$ cat src/design/apa102_led_frame_encoder_core_assert.svh
// ----------------------------------------------------------------------------
// Assertion macros for the LED frame encoder
// Clocked on clk, disabled while arst_n is low.
// ----------------------------------------------------------------------------
`ifndef APA102_LED_FRAME_ENCODER_CORE_ASSERT_SVH
`define APA102_LED_FRAME_ENCODER_CORE_ASSERT_SVH

// same-cycle implication
`define APA_ASSERT_IMP(lbl, ante, cons, msg) \
	lbl: assert property (@(posedge clk) disable iff (!arst_n) (ante) |-> (cons)) \
		else $error(msg);

// next-cycle implication
`define APA_ASSERT_NXT(lbl, ante, cons, msg) \
	lbl: assert property (@(posedge clk) disable iff (!arst_n) (ante) |=> (cons)) \
		else $error(msg);

`endif

$ cat src/design/apa_enc_pkg.sv
// ----------------------------------------------------------------------------
// apa_enc_pkg
// Types, byte codes and stream positions of the LED frame encoder.
// ----------------------------------------------------------------------------
package apa_enc_pkg;

	typedef logic [3:0] pos_t;
	typedef logic [1:0] cfg_idx_t;

	// byte positions within one item's run
	localparam pos_t POS_START0 = 4'd0;
	localparam pos_t POS_START1 = 4'd1;
	localparam pos_t POS_START2 = 4'd2;
	localparam pos_t POS_START3 = 4'd3;
	localparam pos_t POS_HEADER = 4'd4;
	localparam pos_t POS_COLOR0 = 4'd5;
	localparam pos_t POS_COLOR1 = 4'd6;
	localparam pos_t POS_COLOR2 = 4'd7;
	localparam pos_t POS_END0   = 4'd8;
	localparam pos_t POS_END1   = 4'd9;
	localparam pos_t POS_END2   = 4'd10;
	localparam pos_t POS_END3   = 4'd11;

	localparam cfg_idx_t CFG_COLOR_ORDER       = 2'd0;
	localparam cfg_idx_t CFG_BRIGHTNESS_MODE   = 2'd1;
	localparam cfg_idx_t CFG_GLOBAL_BRIGHTNESS = 2'd2;

	localparam logic [8:0] GLOBAL_BRIGHTNESS_RST = 9'd256;

	localparam logic [7:0] BYTE_START  = 8'h00;
	localparam logic [7:0] BYTE_END    = 8'hFF;
	localparam logic [7:0] HEADER_MARK = 8'hE0;
	localparam logic [4:0] BRIGHT_MAX  = 5'd31;

	typedef struct packed {
		logic [7:0] red;
		logic [7:0] green;
		logic [7:0] blue;
		logic [7:0] alpha;
		logic       last_led;
	} led_t;

	function automatic logic [4:0] brightness(input logic mode, input logic [8:0] global_val,
		input logic [7:0] alpha);
		logic [4:0] b;
		if (mode) begin
			b = alpha[7:3];
		end else if (global_val[8]) begin
			b = BRIGHT_MAX;
		end else begin
			b = global_val[7:3];
		end
		return b;
	endfunction

endpackage

$ cat src/design/apa102_led_frame_encoder_core.sv
// ----------------------------------------------------------------------------
// apa102_led_frame_encoder_core
// Turns LED items into the byte stream of a four-byte-per-LED LED strip:
// optional start frame, header with brightness, three color bytes,
// optional end frame.
// ----------------------------------------------------------------------------
//  channel   dir  handshake              payload
//  s_axis    in   tvalid/tready          tdata {alpha,blue,green,red}, tuser first, tlast last
//  m_axis    out  tvalid/tready          tdata byte, tlast end of item, tuser frame done
//  cfg       in   cfg_we                 cfg_index, cfg_data
//
// One byte per cycle while the output is not stalled: an item gives 4 bytes, 8 with one frame flag, 12 with both.
// The byte position counter of the item register sets that figure.
// The next item loads in the cycle its predecessor's last byte moves to the output.
// Reset clears valid flags and restores the config registers to 0, 0, 256.
// A stalled output holds its byte; the item register then holds as well.
// ----------------------------------------------------------------------------
module apa102_led_frame_encoder_core (
	input  logic        clk,
	input  logic        arst_n,
	input  logic        cfg_we,
	input  logic [1:0]  cfg_index,
	input  logic [8:0]  cfg_data,
	input  logic        s_axis_tvalid,
	output logic        s_axis_tready,
	input  logic [31:0] s_axis_tdata,   // red[7:0], green[15:8], blue[23:16], alpha[31:24]
	input  logic        s_axis_tuser,   // first_led
	input  logic        s_axis_tlast,   // last_led
	output logic        m_axis_tvalid,
	input  logic        m_axis_tready,
	output logic [7:0]  m_axis_tdata,   // out_byte
	output logic        m_axis_tlast,   // last_of_run
	output logic        m_axis_tuser    // frame_done
);

`include "apa102_led_frame_encoder_core_assert.svh"

	logic                color_order_q;
	logic                brightness_mode_q;
	logic [8:0]          global_brightness_q;

	logic                valid_s1;
	apa_enc_pkg::pos_t   pos_s1;
	apa_enc_pkg::led_t   led_s1;

	logic                m_valid_q;
	logic [7:0]          m_data_q;
	logic                m_last_q;
	logic                m_user_q;

	logic                in_accept;
	logic                advance;
	logic                last_byte;
	logic [7:0]          cur_byte;
	logic [4:0]          bright;

	assign advance   = valid_s1 && (!m_valid_q || m_axis_tready);
	assign last_byte = (pos_s1 == (led_s1.last_led ? apa_enc_pkg::POS_END3
		: apa_enc_pkg::POS_COLOR2));
	assign s_axis_tready = !valid_s1 || (advance && last_byte);
	assign in_accept     = s_axis_tvalid && s_axis_tready;
	assign bright = apa_enc_pkg::brightness(brightness_mode_q, global_brightness_q,
		led_s1.alpha);

	always_comb begin
		case (pos_s1)
			apa_enc_pkg::POS_START0, apa_enc_pkg::POS_START1,
			apa_enc_pkg::POS_START2, apa_enc_pkg::POS_START3: begin
				cur_byte = apa_enc_pkg::BYTE_START;
			end
			apa_enc_pkg::POS_HEADER: begin
				cur_byte = apa_enc_pkg::HEADER_MARK | {3'b000, bright};
			end
			apa_enc_pkg::POS_COLOR0: begin
				cur_byte = color_order_q ? led_s1.red : led_s1.blue;
			end
			apa_enc_pkg::POS_COLOR1: begin
				cur_byte = color_order_q ? led_s1.blue : led_s1.green;
			end
			apa_enc_pkg::POS_COLOR2: begin
				cur_byte = color_order_q ? led_s1.green : led_s1.red;
			end
			apa_enc_pkg::POS_END0, apa_enc_pkg::POS_END1,
			apa_enc_pkg::POS_END2, apa_enc_pkg::POS_END3: begin
				cur_byte = apa_enc_pkg::BYTE_END;
			end
			default: begin
				cur_byte = apa_enc_pkg::BYTE_START;
			end
		endcase
	end

	always_ff @(posedge clk or negedge arst_n) begin
		if (!arst_n) begin
			color_order_q       <= 1'b0;
			brightness_mode_q   <= 1'b0;
			global_brightness_q <= apa_enc_pkg::GLOBAL_BRIGHTNESS_RST;
		end else if (cfg_we) begin
			case (cfg_index)
				apa_enc_pkg::CFG_COLOR_ORDER:       color_order_q       <= cfg_data[0];
				apa_enc_pkg::CFG_BRIGHTNESS_MODE:   brightness_mode_q   <= cfg_data[0];
				apa_enc_pkg::CFG_GLOBAL_BRIGHTNESS: global_brightness_q <= cfg_data;
				default: ;
			endcase
		end
	end

	// item register: load, step through bytes, drop after the last one
	always_ff @(posedge clk or negedge arst_n) begin
		if (!arst_n) begin
			valid_s1 <= 1'b0;
			pos_s1   <= apa_enc_pkg::POS_START0;
		end else if (in_accept) begin
			valid_s1 <= 1'b1;
			pos_s1   <= s_axis_tuser ? apa_enc_pkg::POS_START0 : apa_enc_pkg::POS_HEADER;
		end else if (advance && last_byte) begin
			valid_s1 <= 1'b0;
		end else if (advance) begin
			pos_s1 <= pos_s1 + 4'd1;
		end
	end

	always_ff @(posedge clk) begin
		if (in_accept) begin
			led_s1.red      <= s_axis_tdata[7:0];
			led_s1.green    <= s_axis_tdata[15:8];
			led_s1.blue     <= s_axis_tdata[23:16];
			led_s1.alpha    <= s_axis_tdata[31:24];
			led_s1.last_led <= s_axis_tlast;
		end
	end

	// output register
	always_ff @(posedge clk or negedge arst_n) begin
		if (!arst_n) begin
			m_valid_q <= 1'b0;
		end else if (advance) begin
			m_valid_q <= 1'b1;
		end else if (m_axis_tready) begin
			m_valid_q <= 1'b0;
		end
	end

	always_ff @(posedge clk) begin
		if (advance) begin
			m_data_q <= cur_byte;
			m_last_q <= last_byte;
			m_user_q <= (pos_s1 == apa_enc_pkg::POS_END3);
		end
	end

	assign m_axis_tvalid = m_valid_q;
	assign m_axis_tdata  = m_data_q;
	assign m_axis_tlast  = m_last_q;
	assign m_axis_tuser  = m_user_q;

	`APA_ASSERT_IMP(a_done_is_last, m_valid_q && m_user_q, m_last_q, "frame done without end of item")
	`APA_ASSERT_IMP(a_done_byte, m_valid_q && m_user_q, m_data_q == apa_enc_pkg::BYTE_END, "frame done on non-end byte")
	`APA_ASSERT_IMP(a_pos_range, valid_s1, pos_s1 <= apa_enc_pkg::POS_END3, "byte position out of range")
	`APA_ASSERT_NXT(a_load_pos, in_accept, valid_s1 && (pos_s1 == apa_enc_pkg::POS_START0 || pos_s1 == apa_enc_pkg::POS_HEADER), "bad start position")

endmodule
$ cat config.mk
export PLATFORM = sky130hd
export DESIGN_NAME = apa102_led_frame_encoder_core
export DESIGN_NICKNAME = d
export VERILOG_FILES = /design/src/design/apa_enc_pkg.sv /design/src/design/apa102_led_frame_encoder_core.sv
export VERILOG_INCLUDE_DIRS = /design/src /design/src/design
export SDC_FILE = /design/constraint.sdc
export NUM_CORES = 1
export LEC_CHECK = 0
export BUFFER_PORTS_ARGS = -buffer_cell sky130_fd_sc_hd__buf_2
export CAP_MARGIN = 20
export CORE_ASPECT_RATIO = 0.7
export CORE_MARGIN = 10
export CORE_UTILIZATION = 53
export CTS_CLUSTER_SIZE = 12
export DETAILED_ROUTE_END_ITERATION = 12
export PLACE_DENSITY = 0.8
export SYNTH_ARGS = -nofsm -noshare
export SYNTH_HDL_FRONTEND = slang
export SYNTH_SLANG_ARGS = --single-unit
$ cat constraint.sdc
create_clock -name clk -period 2.2 [get_ports clk]
set_input_delay 0.44 -clock clk [delete_from_list [all_inputs] [get_ports clk]]
set_output_delay 0.44 -clock clk [all_outputs]
set_load 0.05 [all_outputs]
=== After elaboration in Yosys (flattened, before gate mapping) ===
Index checks and enable logic that the tools add are counted.

* Muxes and demuxes: 15
* Reductions and logical operators: 16
* Equality and inequality tests: 12
* $add $sub $neg: 1

{| class="wikitable"
|+ Operators by type and width
! cell !! count
|-
| $pmux W8 S5 || 1
|-
| $mux W8 || 3
|-
| $eq A4 B3 Y1 const B || 4
|-
| $eq A4 B4 Y1 const B || 4
|-
| $mux W4 || 4
|-
| $mux W5 || 2
|-
| $reduce_and A2 Y1 || 4
|-
| $reduce_bool A2 Y1 || 3
|-
| $add A4 B1 Y4 const B || 1
|-
| $eq A4 B4 Y1 || 1
|-
| $mux W1 || 4
|-
| $reduce_or A4 Y1 || 1
|-
| $logic_and A1 B1 Y1 || 3
|-
| $mux W3 || 1
|-
| $eq A2 B1 Y1 const B || 1
|-
| $eq A2 B2 Y1 const B || 1
|-
| $logic_not A1 Y1 || 2
|-
| $logic_not A2 Y1 || 1
|-
| $logic_or A1 B1 Y1 || 2
|-
| $ne A2 B2 Y1 const B || 1
|}

* Bits in registers: 60
* Bits of input ports: 50

=== Longest topological paths before layout ===
Gate-level depths: netlist (run 1).

* Word-level depth: 8
* Gate-level depth with buffers: 7
* Gate-level depth less buffers: 6

=== Least setup slack after synthesis (run 1) ===
No wires, ideal clock.

* Path kind: register to register
* Start point: register pos_s1[1]
* End point: register led_s1[0] (netlist name) (enable)
* Setup slack: 356 ps
* Cell stages (with the launch flop): 5
* Data arrival time: 1467 ps
* Period minus slack after synthesis: 1844 ps
* Required time: 1823 ps
* Cell sequence: dfrtp_1 ha_1 nand4b_1 nand2_2 a31o_2

* Word-level cells in the longest chain between the ends: 4

{| class="wikitable"
|+ RTL lines
! item !! RTL line !! RTL
|-
| from (decl) || apa102_led_frame_encoder_core.sv:43 || <nowiki>apa_enc_pkg::pos_t pos_s1;</nowiki>
|-
| from (signal assigned) || apa102_led_frame_encoder_core.sv:112 || <nowiki>pos_s1 <= apa_enc_pkg::POS_START0;</nowiki>
|-
| from (signal assigned) || apa102_led_frame_encoder_core.sv:115 || <nowiki>pos_s1 <= s_axis_tuser ? apa_enc_pkg::POS_START0 : apa_enc_pkg::POS_HEADER;</nowiki>
|-
| from (signal assigned) || apa102_led_frame_encoder_core.sv:119 || <nowiki>pos_s1 <= pos_s1 + 4'd1;</nowiki>
|-
| $eq A4 B4 Y1 || apa102_led_frame_encoder_core.sv:58 || <nowiki>assign last_byte = (pos_s1 == (led_s1.last_led ? apa_enc_pkg::POS_END3</nowiki>
|-
| net last_byte || apa102_led_frame_encoder_core.sv:53 || <nowiki>logic last_byte;</nowiki>
|-
| $logic_and A1 B1 Y1 || apa102_led_frame_encoder_core.sv:60 || <nowiki>assign s_axis_tready = !valid_s1 || (advance && last_byte);</nowiki>
|-
| $logic_or A1 B1 Y1 || apa102_led_frame_encoder_core.sv:60 ||
|-
| $logic_and A1 B1 Y1 || apa102_led_frame_encoder_core.sv:61 || <nowiki>assign in_accept = s_axis_tvalid && s_axis_tready;</nowiki>
|-
| net in_accept || apa102_led_frame_encoder_core.sv:51 || <nowiki>logic in_accept;</nowiki>
|-
| to (decl) || apa102_led_frame_encoder_core.sv:44 || <nowiki>apa_enc_pkg::led_t led_s1;</nowiki>
|}

The timed path passes the listed nets, and every way through them passes these cells.
A chain may end at the register's enable or synchronous reset.

=== Final worst setup path (run 1) ===
* Start point: register pos_s1[1]
* End point: output s_axis_tready

* Word-level cells in the longest chain between the ends: 3

{| class="wikitable"
|+ RTL lines
! item !! RTL line !! RTL
|-
| $eq A4 B4 Y1 || apa102_led_frame_encoder_core.sv:58 ||
|-
| net last_byte || apa102_led_frame_encoder_core.sv:53 ||
|-
| $logic_and A1 B1 Y1 || apa102_led_frame_encoder_core.sv:60 ||
|-
| $logic_or A1 B1 Y1 || apa102_led_frame_encoder_core.sv:60 ||
|-
| to (decl) || apa102_led_frame_encoder_core.sv:25 || <nowiki>output logic s_axis_tready,</nowiki>
|}

The timed path passes the listed nets, and every way through them passes these cells.

==> summary.txt, run 1 <==
CTS tree = done
Power Density = 1180 nW/µm²
CTS clk-pin slew, worst paths = 0.10 ns
Max-slew violations = 0
Finished Core Util = 0.675
Crit path buf inv count = 1
Starting Density = 0.562
Finished Cell Area = 2990 µm²
Async set-reset flop share out of synthesis = 0.259
VDD IR max = 0.484 mV
CP startpoint = pos_s1[1]
Final number of setup-violating endpoints = 0
Number of global-route vias before repair = 1,849
CTS Hold Bufs = 0
Chip width = 102 µm
Slew headroom = 0.541
Post-Synthesis Net Count = 233
Dpl cell area = 2830 µm²
Num ports = 62
Filler cell count = 309
Syn_area_per_cell = 14.2 µm²
Initial antenna violation count = 0
DRC = 0
Critical Path Sink Type = output pin
WL per Instance = 18.0 µm
Slew of the pin with the lowest slew margin = 0.688 ns
Post-synthesis cell count = 175
Hold Vio Cnt, Final = 0
Setup_tns = 0 ns
R2R setup slack = 0.15 ns
Routed WL = 5340 µm
Clock Sinks = 54
Worst-Skew Late Latency = 0.31 ns
Status = finished, final reports clean
Yosys warnings = 0
CTS HTree Levels = 2
Crit Path Category = reg -> out
Via count = 1,757
GRT Total Usage = 0.137
CP Launch Type = register
Max incr delay on CP = 0.45 ns
GPL Wtd Cong = 0.801
EDFF count, synth = 40
Avg Vias per Cell = 5.94
CP max-delay cell = dfrtp_2
Detailed router's first-iteration violation count = 91
Library cells used by synthesis = 43
Number of nets in the layout = 298
Sequential share of the synthesized area = 0.624
Largest net degree at the start of global routing = 34
Site row count = 20
Mapped cell area = 2490 µm²
Leakage = 0.00119 µW
Clock root buffer = clkbuf_8
F_max = 474 MHz
Layout cells sized above 1 = 0.390
Critical Path AT = 1.67 ns
Gr ovfl total = 0
Area Growth Syn to Fin = 20.2%
Die area = 7880 µm²
Worst Clk Skew = 0.00808 ns
Final worst path period share = 0.959
DRT antenna net count = 0
RSZ-0062 raised after global routing = no
Post-DP HPWL = 3870 µm
Num CTS Buffers = 5
Worst r2r src = pos_s1[1]
CP Cell Sequence = ha_2 -> nand4b_1 -> nand2_2 -> a21bo_2 -> buf_4
Worst-path maximum fanout = 5
Final min period = 2.11 ns
CTS Buffer Depth = 2
Hold crit path type = in -> async
Final WS setup = 0.0892 ns
R2r worst-path depth = 6
Worst path depth = 5
First-pass GRT wire length = 8720 µm
Most used DFF post-synth = edfxtp_1
Port Buf Inserts = 56
Core Area = 4430 µm²
Die Y = 77.3 µm
Synthesis-stage register bit count = 54
Max_cap viols = 0
CP delay by family, top = flip-flops
DR pass1 iterations = 4
Dpl ws = 0.208 ns
Worst endpoint required time = 1.76 ns
Ant. Diodes = 0
==> state kept, by name, indices dropped and copies added, names as in the netlist <==
register / cells
brightness_mode_q: 1
color_order_q: 1
global_brightness_q: 6
led_s1: 30
m_axis_tdata: 8
m_axis_tlast: 1
m_axis_tuser: 1
m_axis_tvalid: 1
pos_s1: 4
valid_s1: 1
==> per-stage QoR <==
step                      instances  hold WS (ns)  power [µW]
after global routing            296        0.0264        3750
after global placement          281         0.351        2810
after CTS                       289        0.0150        3470
final                           296       0.00850        3540
after detailed placement        281         0.351        2850
after floorplan                 175         0.144        2520
==> Yosys cell counts (2+ instances only) <==
| master | count | area share |
|---|---|---|
| nor2_1 | 5 | 0.0075 |
| dfrtp_1 | 13 | 0.13 |
| mux2_2 | 13 | 0.059 |
| a222oi_1 | 5 | 0.020 |
| nand2b_1 | 7 | 0.018 |
| a21oi_1 | 7 | 0.014 |
| a22oi_1 | 4 | 0.012 |
| nand3b_1 | 2 | 0.0060 |
| nor3b_1 | 4 | 0.012 |
| nand2_1 | 2 | 0.0030 |
| ha_1 | 8 | 0.040 |
| inv_1 | 4 | 0.0060 |
| o311ai_0 | 4 | 0.014 |
| buf_2 | 4 | 0.0080 |
| a31oi_1 | 8 | 0.020 |
| nand3_1 | 3 | 0.0060 |
| and2_1 | 4 | 0.010 |
| a221oi_1 | 5 | 0.018 |
| a21o_1 | 4 | 0.012 |
| mux2i_1 | 3 | 0.012 |
| edfxtp_1 | 40 | 0.48 |
| and3_1 | 3 | 0.0075 |
| nor2b_1 | 2 | 0.0050 |
| a221o_1 | 2 | 0.0080 |
==> where the power goes <==
part           leakage (µW)  switching [µW]  internal, µW
clock             0.0000536             319           296
combinational      0.000605             879           559
sequential         0.000531             144          1340
total               0.00119            1340          2190
==> timing repair <==
action,CTS,global route
setup buffers,0,7
setup endpoints to repair,1,1
pin swaps,0,1
resized for setup,1,2
==> area by class of cell <==
type                    count  area [µm²]  share of cell area
clock buffers               7        97.6              0.0326
clock inverters             1        8.76             0.00293
inverters                   4        15.0             0.00502
multi-input cells         109         877               0.293
flip-flops and latches     54        1550               0.519
well taps                  55        68.8              0.0230
repair buffers             66         370               0.124
==> per-layer routing <==
metal,up-vias,GRT usage,wire (µm)
li1,834,-,-
met1,857,0.168,2150
met2,57,0.229,2740
met3,9,0.0381,373
met4,0,0.0435,74
met5,-,0,0
==> cells by family (layout without fill, tap and decap cells) <==
logic type	after synthesis	in the layout	synth area share
AOI/OAI and AO/OA	46	46	0.142
xor gates and xnor gates	1	1	0.00352
adders and majority gates	8	8	0.0402
buffers and inverters	12	78	0.0246
DFF	54	54	0.624
muxes	16	16	0.0709
and+or+nand+nor	38	38	0.0950
==> final timing paths <==
check                                         end
max                                 s_axis_tready
min                                     pos_s1[1]
max reg2reg                       m_axis_tdata[4]
min reg2reg                global_brightness_q[7]
max in group asynchronous  global_brightness_q[8]
min in group clk                        led_s1[6]
==> layout by cell type (no fill, tap or decap), types with 2 or more instances in the layout <==
master and count:
a31oi_1 8, nand3_1 3, a22oi_1 4, a221o_1 2
o311ai_0 4, a21oi_1 7, ha_1 7, nor2_1 5
clkbuf_8 5, and3_1 3, edfxtp_1 40, nand2b_1 7
inv_1 4, nor2b_1 2, nand2_1 2, buf_4 10
mux2_2 13, mux2i_1 3, nor3b_1 4, dfrtp_1 12
nand3b_1 2, buf_2 55, a222oi_1 5, and2_1 4
a21o_1 4, a221oi_1 5
Note: power is estimated with default switching activity, not from simulation.
==> run 2, diff against run 1 <==
Settings changed: CORE_UTILIZATION 53 to 47, CTS_CLUSTER_SIZE 12 to 14, PLACE_DENSITY 0.8 to 0.75.
Clock period 2.2 ns to 1.7 ns, I/O delays scaled along.
==> summary.txt, run 2 (same netlist as run 1, synthesis figures left out) <==
Status = finished, violations left
Failing checks = setup timing
Commonest non-fill, non-tap cell in the layout = buf_2
GPL Wtd Cong = 0.841 (+5.0%)
Layout cells sized above 1 = 0.496 (+0.106)
CTS Buffer Depth = 2 (unchanged)
Worst endpoint required time = 1.36 ns (-0.40 ns)
Finished Cell Area = 3350 µm² (+12%)
Max reg flops = 30 (unchanged)
Met2 usage = 0.217 (-0.0120)
Chip width = 107 µm (+5.0%)
RSZ-0062 raised after global routing = yes
WL per Instance = 17.4 µm (-3.6%)
Filler cell count = 396 (+28%)
First-pass GRT wire length = 9470 µm (+8.5%)
Die Y = 80.9 µm (+4.6%)
GRT Total Usage = 0.135 (-0.00199)
Critical Path AT = 1.52 ns (-0.15 ns)
Avg Vias per Cell = 5.47 (-7.8%)
F_max = 537 MHz
Core Area = 5170 µm² (+17%)
Worst Clk Skew = 0.00772 ns (-0.000356 ns)
Area Growth Syn to Fin = 34.6%
Number of nets in the layout = 317 (+6.4%)
Hold crit path type = in -> reg
Num ports = 62 (unchanged)
Finished Core Util = 0.647 (-0.0282)
Via count = 1,816 (+3.4%)
Most frequent cells in the layout = buf_2, edfxtp_1, buf_4, mux2_2, dfrtp_1
Port Buf Inserts = 56 (unchanged)
Final hold slack = 0.198 ns (+0.189 ns)
Routed WL = 5770 µm (+8.2%)
Reg with most FFs = led_s1
Initial antenna violation count = 0 (unchanged)
CTS HTree Levels = 2 (unchanged)
DRT antenna net count = 0 (unchanged)
Dpl cell area = 3060 µm² (+8.4%)
Final min period = 1.86 ns
CP delay by family, top = flip-flops
Post-DP HPWL = 4300 µm (+11%)
Power Density = 1550 nW/µm² (+31%)
CP max-delay cell = dfrtp_2
Slew of the pin with the lowest slew margin = 0.554 ns (-0.134 ns)
Clock root buffer = clkbuf_8
CP Cell Sequence = ha_4 -> nand4b_1 -> nand2_2 -> a21bo_2 -> buf_8
CTS tree = done
Final number of setup-violating endpoints = 9 (+9)
Max_cap viols = 0 (unchanged)
Num CTS Buffers = 5 (unchanged)
Worst-Skew Late Latency = 0.31 ns (about the same)
Worst-path maximum fanout = 3 (-2)
Gr ovfl total = 0 (unchanged)
VDD IR max = 0.785 mV (+62%)
Starting Density = 0.481 (-0.0810)
Met1 usage = 0.174 (+0.00589)
Detailed router's first-iteration violation count = 133 (+46%)
DR pass1 iterations = 4 (unchanged)
Crit path buf inv count = 1 (unchanged)
CTS clk-pin slew, worst paths = 0.10 ns (about the same)
Crit Path Category = reg -> out
Clock Sinks = 54 (unchanged)
Dpl ws = -0.0647 ns (-0.273 ns)
DRC = 0 (unchanged)
Number of global-route vias before repair = 1,983 (+7.2%)
Final worst path period share = 1.10
Max incr delay on CP = 0.45 ns (about the same)
Critical Path Sink Type = output pin
Site row count = 22 (+10%)
Ant. Diodes = 0 (unchanged)
GR Util met3 = 0.0506 (+0.0125)
Hold Vio Cnt, Final = 0 (unchanged)
CP Launch Type = register
Largest net degree at the start of global routing = 19 (-44%)
Final WS setup = -0.162 ns (-0.251 ns)
Die area = 8650 µm² (+9.8%)
Leakage = 0.00133 µW (+12%)
Max-slew violations = 0 (unchanged)
Layer with the highest usage = met2
Slew headroom = 0.631 (+0.0895)
run 2: cell type report:
type                            instances  area, µm²  area share
Clock buffer                            7        108      0.0321
Clock inverter                          1       8.76     0.00261
Inverter                                4       15.0     0.00448
Multi-Input combinational cell        109        996       0.297
Sequential cell                        54       1560       0.465
Tap cell                               72       90.1      0.0269
Timing Repair Buffer                   85        576       0.172
run 2: layer usage:
layer	vias to the layer above	wire length [µm]
met5	-	0
met4	0	7
met3	2	467
met2	66	2730
met1	881	2570
li1	867	-
run 2: worst paths after layout:
kind,from,endpoint,slack [ns],cells past startpoint
worst min-delay path,s_axis_tdata[27],led_s1[4],0.20,1
max in group asynchronous,arst_n,global_brightness_q[8],0.95,2
worst min register to register,global_brightness_q[4],global_brightness_q[4],0.51,1
worst max register to register,pos_s1[1],m_axis_tdata[5],-0.13,7
min in group asynchronous,arst_n,pos_s1[2],0.45,2
worst max-delay path,pos_s1[1],s_axis_tready,-0.16,5
run 2: repair_timing:
action	4_1_cts	5_1_grt
resized for setup	7	13
endpoints found under the hold margin	13	0
hold buffers	1	0
pin swaps	5	16
setup endpoints to repair	9	20
buffers inserted	3	4
run 2: stage by stage:
stage               total power (µW)  cells  setup TNS [ns]
floorplan                       3340    175         -0.0919
global placement                3980    316          -0.168
detailed placement              4030    316          -0.331
CTS                             5000    328           -1.25
global route                    5480    332           -1.44
finish                          5180    332          -0.757
run 2: power by group:
part	total, µW	switching [µW]	internal (µW)	leakage [µW]
Combinational	2420	1320	1100	0.000737
Clock	857	431	426	0.0000600
Sequential	1900	161	1730	0.000530
Total	5180	1910	3260	0.00133
==> run 3, diff against run 2 <==
Settings changed: SKIP_LAST_GASP set to 1.
==> summary.txt, run 3 (same netlist as run 1, synthesis figures left out) <==
Status = finished, violations left
Failing checks = setup timing
CP Cell Sequence = ha_4 -> nand4b_1 -> nand2_2 -> a21bo_2 -> buf_8
Beginning of the worst hold path = s_axis_tdata[27]
Avg Vias per Cell = 5.44 (-0.61%)
Detailed router's first-iteration violation count = 127 (-4.5%)
Commonest non-fill, non-tap cell in the layout = buf_2
Worst endpoint required time = 1.36 ns (about the same)
Logic gate share of total power = 0.468 (about the same)
Max-slew violations = 0 (unchanged)
Internal = 3260 µW (about the same)
Filler cell count = 396 (unchanged)
Dpl ws = -0.0647 ns (unchanged)
Worst-path maximum fanout = 3 (unchanged)
Clock Sinks = 54 (unchanged)
Sw Share = 0.370 (about the same)
Largest net degree at the start of global routing = 19 (unchanged)
Crit Path Category = reg -> out
GPL Wtd Cong = 0.841 (unchanged)
Starting Density = 0.481 (unchanged)
First-pass GRT wire length = 9470 µm (unchanged)
Worst r2r src = pos_s1[1]
Clock root buffer = clkbuf_8
GRT Total Usage = 0.135 (unchanged)
Via count = 1,805 (-0.61%)
Max_cap viols = 0 (unchanged)
F_max = 537 MHz (about the same)
Final min period = 1.86 ns (+0.000675 ns)
Final worst path period share = 1.10 (about the same)
Site row count = 22 (unchanged)
Routed WL = 5770 µm (about the same)
Max reg flops = 30 (unchanged)
CP max-delay cell = dfrtp_2
DRT antenna net count = 0 (unchanged)
Setup_tns = -0.808 ns (-0.0518 ns)
Most frequent cells in the layout = buf_2, edfxtp_1, buf_4, mux2_2, dfrtp_1
Sequential power share = 0.366 (about the same)
VDD IR max = 0.786 mV (about the same)
Die Y = 80.9 µm (unchanged)
CP startpoint = pos_s1[1]
Hold Vio Cnt, Final = 0 (unchanged)
CTS clk-pin slew, worst paths = 0.10 ns (about the same)
Reg with most FFs = led_s1
DR pass1 iterations = 4 (unchanged)
Slew headroom = 0.626 (-0.00431)
Area Growth Syn to Fin = 34.6% (unchanged)
Core Area = 5170 µm² (unchanged)
Number of global-route vias before repair = 1,983 (unchanged)
CTS tree = done
Final std cells w/o fill = 332 (unchanged)
Max incr delay on CP = 0.45 ns (about the same)
Die area = 8650 µm² (unchanged)
Gr ovfl total = 0 (unchanged)
Hold crit path type = in -> reg
WL per Instance = 17.4 µm (about the same)
Placed Cells incl. Taps = 316 (unchanged)
CP Launch Type = register
Reg-to-Reg End = m_axis_tdata[5]
Chip width = 107 µm (unchanged)
Number of nets in the layout = 317 (unchanged)
Port Buf Inserts = 56 (unchanged)
RSZ-0062 raised after global routing = yes
R2r worst-path depth = 7 (unchanged)
CTS Buffer Depth = 2 (unchanged)
Worst Clk Skew = 0.00743 ns (-0.000298 ns)
Ant. Diodes = 0 (unchanged)
CTS HTree Levels = 2 (unchanged)
Critical Path AT = 1.52 ns (about the same)
Layout cells sized above 1 = 0.496 (unchanged)
Final number of setup-violating endpoints = 9 (unchanged)
Power Density = 1550 nW/µm² (about the same)
R2R setup slack = -0.13 ns (about the same)
Sw Pwr = 1910 µW (about the same)
Leakage = 0.00133 µW (about the same)
Critical Path Sink Type = output pin
Post-DP HPWL = 4300 µm (unchanged)
DRC = 0 (unchanged)
Worst-Skew Late Latency = 0.31 ns (about the same)
CP endpoint = s_axis_tready
Num ports = 62 (unchanged)
Num CTS Buffers = 5 (unchanged)
Initial antenna violation count = 0 (unchanged)
Clock group share of total power = 0.166 (about the same)
Slew of the pin with the lowest slew margin = 0.561 ns (+0.00646 ns)
Final WS setup = -0.162 ns (-0.000675 ns)
## run 3: cell counts in the layout (fill, tap and decap cells not counted)
No cell type changed its count.
## run 3: what timing repair did
item,in CTS,in global routing
endpoints found under the setup margin,9,20
endpoints found under the hold margin,13,0
setup buffers,3,4
hold buffers,1,0
gates resized for setup,7,13
pin swaps,5,15
## run 3: how the worst min path moves through the flow
stage	depth (start not counted)	slack, ns	end
2_1_floorplan	0	0.04	brightness_mode_q
3_3_place_gp	1	0.26	valid_s1
3_5_place_dp	1	0.27	pos_s1[3]
4_1_cts	1	0.19	led_s1[7]
5_1_grt	1	0.18	led_s1[27]
6_report	1	0.20	led_s1[4]
## run 3: per-stage QoR
| step | utilization | power [µW] | area [µm²] | hold slack [ns] |
|---|---|---|---|---|
| after floorplan | - | 3340 | 2540 | 0.0444 |
| after global placement | 0.592 | 3980 | 3060 | 0.256 |
| after detailed placement | 0.592 | 4030 | 3060 | 0.269 |
| after CTS | 0.627 | 5000 | 3250 | 0.192 |
| after global routing | 0.647 | 5480 | 3350 | 0.179 |
| final | 0.647 | 5180 | 3350 | 0.198 |
## run 3: power groups by stage
stage,registers [µW],logic [µW],clock network (µW)
floorplan,2270,1080,0
global placement,1930,2040,0
detailed placement,1950,2080,0
CTS,1880,2240,873
global route,1930,2620,931
finish,1900,2420,857
## run 3: critical path: cells and delay by family, from the launching register on
| family | cells | cell delay, ns |
|---|---|---|
| DFF | 1 | 0.45 |
| adders and majority gates | 1 | 0.19 |
| buffers and inverters | 1 | 0.15 |
| AOI/OAI and AO/OA | 1 | 0.22 |
| and+or+nand+nor | 2 | 0.21 |
## run 3: area by class of cell
type / count / area (µm²) / area share
Clock buffer: 7 / 108 / 0.0321
Clock inverter: 1 / 8.76 / 0.00261
Inverter: 4 / 15.0 / 0.00448
Multi-Input combinational cell: 109 / 996 / 0.297
Sequential cell: 54 / 1560 / 0.465
Tap cell: 72 / 90.1 / 0.0269
Timing Repair Buffer: 85 / 576 / 0.172
## run 3: layer usage
metal | vias to the layer above | GRT usage | part of all wire
li1 | 868 | - | -
met5 | - | 0 | 0
met4 | 0 | 0.0229 | 0.0012
met1 | 873 | 0.174 | 0.45
met3 | 2 | 0.0506 | 0.080
met2 | 62 | 0.217 | 0.47
